===== config.mk =====
export PLATFORM = sky130hd
export DESIGN_NAME = live_interval_interference_top
export DESIGN_NICKNAME = d
export VERILOG_FILES = /design/src/design/lii_pkg.sv /design/src/design/live_interval_interference_top.sv
export SDC_FILE = /design/constraint.sdc
export NUM_CORES = 2
export LEC_CHECK = 0
export ABC_CLOCK_PERIOD_IN_PS = 16450
export BUFFER_PORTS_ARGS = -buffer_cell sky130_fd_sc_hd__buf_4
export CORE_MARGIN = 2
export CORE_UTILIZATION = 60
export CTS_CLUSTER_DIAMETER = 80
export CTS_CLUSTER_SIZE = 12
export DETAILED_ROUTE_END_ITERATION = 12
export HOLD_SLACK_MARGIN = 0.06
export PLACE_DENSITY = 0.78
export SYNTH_ARGS = -nofsm -noshare
export SYNTH_HDL_FRONTEND = slang
export SYNTH_SLANG_ARGS = --single-unit

===== constraint.sdc =====
create_clock -name i_clk -period 16.45 [get_ports i_clk]
set_input_delay 4.935 -clock i_clk [delete_from_list [all_inputs] [get_ports i_clk]]
set_output_delay 4.935 -clock i_clk [all_outputs]
set_load 0.05 [all_outputs]

===== src/design/lii_pkg.sv =====
// Package for the live interval interference block.
// Holds the sizing constants, the stream layout and the item kind codes.
// No dependencies.
package lii_pkg;

    localparam int MAX_VALUES   = 64;
    localparam int MAX_POSITION = 4095;

    localparam int IDX_W = $clog2(MAX_VALUES);
    localparam int POS_W = $clog2(MAX_POSITION + 1);
    localparam int VID_W = 6;
    localparam int NB_W  = 64;
    localparam int OP_W  = 2;

    // Stream payload widths, padded to whole bytes.
    localparam int S_DATA_W = 8;
    localparam int M_DATA_W = 72;

    localparam logic [OP_W-1:0] OP_INSN   = 2'd0;
    localparam logic [OP_W-1:0] OP_USE    = 2'd1;
    localparam logic [OP_W-1:0] OP_FINISH = 2'd2;

endpackage


===== src/design/live_interval_interference_top.sv =====
// Live interval interference block: tracks value intervals over a basic block
// and emits one neighbour row per tracked value on a finish transaction, or a
// single row marked invalid when no value is tracked. Depends on lii_pkg.
//
//  channel  dir  tdata (low bit up)                      tuser          tlast
//  s        in   has_result[0], value_id[6:1], 0 pad     opcode[1:0]    -
//  m        out  row_value[5:0], neighbours[69:6], 0 pad row_valid[0]   last
//
// Instruction and use transactions are taken one per cycle while the block is
// idle. A finish walks the value indices one per cycle; every tracked value then
// scans all indices through the second read port of the interval memories and
// then waits for its row to be taken. Input is held off during the whole finish
// pass. Reset is synchronous and clears the tracked flags and position; interval
// memories are not reset.
module live_interval_interference_top (
    input  logic                           i_clk,
    input  logic                           i_rst_n,
    input  logic                           i_s_tvalid,
    output logic                           o_s_tready,
    // has_result, value_id, zero padding
    input  logic [lii_pkg::S_DATA_W-1:0]   i_s_tdata,
    // opcode
    input  logic [lii_pkg::OP_W-1:0]       i_s_tuser,
    output logic                           o_m_tvalid,
    input  logic                           i_m_tready,
    // row_value, neighbours, zero padding
    output logic [lii_pkg::M_DATA_W-1:0]   o_m_tdata,
    // row_valid
    output logic                           o_m_tuser,
    output logic                           o_m_tlast
);
    import lii_pkg::*;

    localparam logic [2:0] S_IDLE  = 3'd0;
    localparam logic [2:0] S_SELA  = 3'd1;
    localparam logic [2:0] S_SCAN  = 3'd2;
    localparam logic [2:0] S_DRAIN = 3'd3;
    localparam logic [2:0] S_EMIT  = 3'd4;
    localparam logic [2:0] S_EMPTY = 3'd5;

    localparam logic [IDX_W-1:0] LAST_IDX = IDX_W'(MAX_VALUES - 1);

    logic [POS_W-1:0] mem_start [MAX_VALUES];
    logic [POS_W-1:0] mem_end   [MAX_VALUES];

    logic [2:0]            r_state, n_state;
    logic [POS_W-1:0]      r_pos, n_pos;
    logic [MAX_VALUES-1:0] r_tracked, n_tracked;
    logic [IDX_W-1:0]      r_a, n_a;
    logic [IDX_W-1:0]      r_b, n_b;
    logic [IDX_W-1:0]      r_pb, n_pb;
    logic                  r_pv, n_pv;
    logic [MAX_VALUES-1:0] r_mask, n_mask;
    logic                  r_last, n_last;
    logic [POS_W-1:0]      r_sa, r_ea, r_sb, r_eb;

    logic                  s_acc, m_acc;
    logic [OP_W-1:0]       in_op;
    logic                  in_def;
    logic [VID_W-1:0]      in_vid;
    logic [IDX_W-1:0]      in_idx;
    logic                  in_range;
    logic [POS_W-1:0]      pos_inc;
    logic                  wr_start, wr_end;
    logic [POS_W-1:0]      wr_pos;
    logic                  hit;

    assign s_acc    = i_s_tvalid && o_s_tready;
    assign m_acc    = o_m_tvalid && i_m_tready;
    assign in_op    = i_s_tuser;
    assign in_def   = i_s_tdata[0];
    assign in_vid   = i_s_tdata[VID_W:1];
    assign in_idx   = in_vid[IDX_W-1:0];
    assign in_range = {1'b0, in_vid} < (VID_W + 1)'(MAX_VALUES);
    assign pos_inc  = (r_pos < POS_W'(MAX_POSITION)) ? r_pos + 1'b1 : r_pos;

    // Overlap test of the held row against the value read in the previous cycle.
    assign hit = r_pv && (r_pb != r_a) && r_tracked[r_pb] &&
                 (r_sa <= r_eb) && (r_sb <= r_ea);

    always_comb begin
        n_state   = r_state;
        n_pos     = r_pos;
        n_tracked = r_tracked;
        n_a       = r_a;
        n_b       = r_b;
        n_pb      = r_pb;
        n_pv      = r_pv;
        n_mask    = r_mask;
        n_last    = r_last;
        wr_start  = 1'b0;
        wr_end    = 1'b0;
        wr_pos    = pos_inc;
        case (r_state)
            S_IDLE: begin
                if (s_acc) begin
                    case (in_op)
                        OP_INSN: begin
                            n_pos = pos_inc;
                            if (in_def && in_range) begin
                                n_tracked[in_idx] = 1'b1;
                                wr_start = 1'b1;
                                wr_end   = 1'b1;
                            end
                        end
                        OP_USE: begin
                            wr_pos = r_pos;
                            if (in_range && r_tracked[in_idx]) begin
                                wr_end = 1'b1;
                            end
                        end
                        OP_FINISH: begin
                            n_a = '0;
                            if (|r_tracked) begin
                                n_state = S_SELA;
                            end else begin
                                n_state = S_EMPTY;
                            end
                        end
                        default: ;
                    endcase
                end
            end
            S_SELA: begin
                // A tracked row is always found: the last flag stops the walk.
                if (r_tracked[r_a]) begin
                    n_b     = '0;
                    n_pv    = 1'b0;
                    n_mask  = '0;
                    n_state = S_SCAN;
                end else begin
                    n_a = r_a + 1'b1;
                end
            end
            S_SCAN: begin
                if (hit) begin
                    n_mask[r_pb] = 1'b1;
                end
                n_pv = 1'b1;
                n_pb = r_b;
                if (r_b == LAST_IDX) begin
                    n_state = S_DRAIN;
                end else begin
                    n_b = r_b + 1'b1;
                end
            end
            S_DRAIN: begin
                if (hit) begin
                    n_mask[r_pb] = 1'b1;
                end
                n_pv    = 1'b0;
                n_last  = ~|((r_tracked >> r_a) >> 1);
                n_state = S_EMIT;
            end
            S_EMIT: begin
                if (m_acc) begin
                    if (r_last) begin
                        n_tracked = '0;
                        n_pos     = '0;
                        n_state   = S_IDLE;
                    end else begin
                        n_a     = r_a + 1'b1;
                        n_state = S_SELA;
                    end
                end
            end
            S_EMPTY: begin
                if (m_acc) begin
                    n_pos   = '0;
                    n_state = S_IDLE;
                end
            end
            default: n_state = S_IDLE;
        endcase
    end

    always_ff @(posedge i_clk) begin
        if (!i_rst_n) begin
            r_state   <= S_IDLE;
            r_pos     <= '0;
            r_tracked <= '0;
            r_pv      <= 1'b0;
        end else begin
            r_state   <= n_state;
            r_pos     <= n_pos;
            r_tracked <= n_tracked;
            r_pv      <= n_pv;
        end
    end

    always_ff @(posedge i_clk) begin
        r_a    <= n_a;
        r_b    <= n_b;
        r_pb   <= n_pb;
        r_mask <= n_mask;
        r_last <= n_last;
    end

    // Interval memories: one write port, reads at the row and the scan index.
    always_ff @(posedge i_clk) begin
        if (wr_start) begin
            mem_start[in_idx] <= wr_pos;
        end
        if (wr_end) begin
            mem_end[in_idx] <= wr_pos;
        end
        r_sa <= mem_start[r_a];
        r_ea <= mem_end[r_a];
        r_sb <= mem_start[r_b];
        r_eb <= mem_end[r_b];
    end

    assign o_s_tready = (r_state == S_IDLE);
    assign o_m_tvalid = (r_state == S_EMIT) || (r_state == S_EMPTY);
    assign o_m_tuser  = (r_state == S_EMIT);
    assign o_m_tlast  = (r_state == S_EMPTY) || r_last;

    always_comb begin
        o_m_tdata = '0;
        if (r_state == S_EMIT) begin
            o_m_tdata[VID_W-1:0]          = VID_W'(r_a);
            o_m_tdata[VID_W+NB_W-1:VID_W] = NB_W'(r_mask);
        end
    end

endmodule


==> results.ini <==
[yosys]
syn_inst=4421
synth.yosys.warnings=0
synth_ff_type=sky130_fd_sc_hd__edfxtp_1
synth-edff-count=1619
post_synthesis_sequential_element_count=1747
asyncSetResetFlopFracSynth_pct=0
synth_sequential_area_ratio_pct=61.3
syn-mean-instance-area_um2=18.9
synthDistinctLibCells=78
netlist_area_um2=83400

[finish]
fillers=8588
finalNetCount=4536
layout-drive-gt1-share_pct=34.3
syn2layout_area_growth_pct=9.53
stdcell_area_um2=91400

[global_route]
busiest_layer=met2
antenna_found_initial=13
grt_pass1_vias=48800
global_route_wire_length_before_repair_um=340000
gr-usage-met1_pct=45.0
grtUsageMet2_pct=51.7
grt_max_degree=113
global_route.usage.met3_pct=9.62
grt-ovfl-total=0
globalRouteTotalUtil_pct=33.6

[sta]
worst_clock_skew_ns=0.0396
period_needed_ns=7.92
rsz0062_at_grt=no
max_freq_mhz=126
hold_viol_final=0
slew_violations=0
relSlewSlack_pct=12.1
timing_worst_slew_pin_value_ns=1.31
final.setup.tns_ns=0
report.final.setup_viol=0
final_min_period_over_clock_period_pct=48.2

[routing]
detail_route.drc_violations=0
antenna_violating_nets_post_route=0
routed_wire_length_per_instance_um=36.5
route.vias.total=48500
detail_route.iter0.violations=8227
dr.pass1.iters=6
vias_per_instance=7.59
drt-total-wl_um=233000

[floorplanning]
core.rowCount=136
initial_core_util_pct=60.5
die_area_um2=142000
core_region_area_um2=138000
pin_count=90
die-height_um=377
die-width_um=377

[worst_setup_path]
worst_ep_required_time_ns=16.88
critical_path.cell_chain=buf_4 -> and3b_2 -> buf_4 -> a2111oi_0 -> nand3_1 -> a22oi_1 -> nand4_1 -> a21boi_4 -> buf_4 -> nor2_1
critical_path.endpoint_type=flip-flop
timing.critical_path.fanout_max=64
slowest_delay_ns=0.62
endpoint=mem_end[56][5]
crit_type=input pin to flip-flop
crit_slowest_cell=sky130_fd_sc_hd__buf_4
critical_path_s_most_frequent_cell=sky130_fd_sc_hd__buf_4
rrSetupSlack_ns=10.71
regToRegStartpoint=r_a[0]
reg2reg_depth=11
worst_r2r_endpoint=r_mask[21]
start_kind=input pin
crit_start=i_s_tdata[2]
critical_path_arrival_ns=8.36

[pwr]
netSwitchingFraction_pct=32.3
power.share.sequential_pct=40.4
share_clk_of_total_power_pct=28.6
total_power_w=0.0124
power_switching_w=0.00402
power_frac_comb_pct=31.0
irDropWorstVdd_uv=164
power_per_cell_area_nw_per_um2=136
power_leakage_nw=28.0
cellInternalPower_w=0.00842

[clock_tree]
post-cts-setup-buffers=0
clock_sinks=1747
cts-hold-fix-buffers=0
clock_latency_ns=0.84
cts.clk_slew.worst_paths_ns=0.06
htree_levels=4
max-clock-path-buffers=3
numCtsBuffers=165
cts_root_buf=sky130_fd_sc_hd__clkbuf_16
post_cts.resized_instances=0
tritoncts=yes

[place]
place_hpwl_um=136000
io_buffer_count=86
gp_congestion=0.918
dpl_cell_area_um2=86600

[outcome]
run_status=finished clean

[flow_run]
cap_viol_max_count=0

[hold_path]
hold_class=flip-flop to flip-flop

==> sequential cells by signal (all words and copies together) (netlist names) <==
register,count
mem_end,768
mem_start,768
r_a,6
r_b,6
r_ea,12
r_eb,12
r_last,1
r_mask,64
r_pb,6
r_pos,12
r_pv,1
r_sa,12
r_sb,12
r_state,3
r_tracked,64
==> power by group through the flow <==
stage / Sequential [W] / Clock (W) / Combinational [W]
2_1_floorplan: 0.00510 / 0 / 0.00283
3_3_place_gp: 0.00512 / 0 / 0.00378
3_5_place_dp: 0.00512 / 0 / 0.00382
4_1_cts: 0.00503 / 0.00358 / 0.00384
5_1_grt: 0.00504 / 0.00375 / 0.00403
6_report: 0.00503 / 0.00356 / 0.00386
==> final cells by class <==
class	instances	area [um^2]	area share [%]
sequential	1747	51200	56.0
multi-input combinational	2237	30700	33.6
clock buffer	253	4520	4.95
timing repair buffer	300	2330	2.55
tap	1794	2240	2.46
clock inverter	18	280	0.307
inverter	44	173	0.189
antenna	1	2.50	0.00274
==> cell usage after synthesis, types with 23 or more instances <==
master	number	area share, %
sky130_fd_sc_hd__a21oi_1	102	0.61
sky130_fd_sc_hd__a22oi_1	46	0.41
sky130_fd_sc_hd__a31oi_1	77	0.58
sky130_fd_sc_hd__and2_1	79	0.59
sky130_fd_sc_hd__buf_1	64	0.29
sky130_fd_sc_hd__buf_2	54	0.32
sky130_fd_sc_hd__clkbuf_1	257	1.2
sky130_fd_sc_hd__dfxtp_1	128	3.1
sky130_fd_sc_hd__edfxtp_1	1619	58
sky130_fd_sc_hd__ha_1	27	0.40
sky130_fd_sc_hd__inv_1	42	0.19
sky130_fd_sc_hd__mux2i_1	33	0.40
sky130_fd_sc_hd__mux4_2	1039	28
sky130_fd_sc_hd__nand2_1	111	0.50
sky130_fd_sc_hd__nand3_1	33	0.20
sky130_fd_sc_hd__nor2_1	326	1.5
sky130_fd_sc_hd__nor2b_1	27	0.20
sky130_fd_sc_hd__nor3_1	31	0.19
sky130_fd_sc_hd__o21ai_0	23	0.14
==> placed cells by master (no fill, tap or decap), drive strengths merged, types with 12 or more instances in the layout <==
cell	netlist	layout
edfxtp	1619	1619
mux4	1041	1041
nor2	326	326
buf	136	300
clkbuf	258	253
dfxtp	128	128
nand2	111	111
a21oi	102	102
and2	79	79
a31oi	77	77
inv	42	50
a22oi	46	46
mux2i	34	34
nand3	33	33
nor3	31	31
nor2b	27	27
ha	27	27
o21ai	24	24
mux2	23	23
nand4	22	22
a211oi	22	22
nor4	22	22
a2111oi	17	17
nand2b	13	13
xor2	12	12
==> worst min path at each step <==
| stage | depth (start not counted) | to | slack [ns] | startpoint |
|---|---|---|---|---|
| global route | 2 | r_pv | 0.58 | r_pv |
| floorplan | 0 | r_pb[2] | 0.42 | r_b[2] |
| detailed placement | 2 | r_pv | 0.52 | r_pv |
| finish | 2 | r_pv | 0.54 | r_pv |
| CTS | 2 | r_pv | 0.53 | r_pv |
| global placement | 2 | r_pv | 0.51 | r_pv |
==> cell families after synthesis <==
family / synth area share [%]
compound gates: 2.98
xor+xnor: 0.199
fa+ha+maj: 0.405
buf+inv: 2.18
flops: 61.3
mux: 28.8
other cells: 0.00449
simple gates: 4.07
==> critical path, delay by kind of cell <==
| family | cells | cell delay [ns] |
|---|---|---|
| simple gates | 4 | 1.20 |
| compound gates | 3 | 1.03 |
| buf+inv | 3 | 1.10 |
==> per-layer routing <==
| layer | vias up | share of wire, % |
|---|---|---|
| met5 | - | 0.027 |
| met4 | 10 | 5.6 |
| met3 | 745 | 14 |
| met2 | 3913 | 47 |
| met1 | 25000 | 33 |
| li1 | 18900 | - |
==> per-stage QoR <==
| stage | util (%) | hold WS (ns) | std cells | worst slack [ns] |
|---|---|---|---|---|
| finish | 66.3 | 0.536 | 6394 | 8.53 |
| global route | 66.3 | 0.583 | 6393 | 8.40 |
| CTS | 66.3 | 0.534 | 6393 | 8.67 |
| detailed placement | 62.8 | 0.520 | 6122 | 7.79 |
| global placement | 62.8 | 0.507 | 6122 | 7.77 |
| floorplan | - | 0.424 | 4422 | 4.90 |
Power figures use the tool's default switching activity.
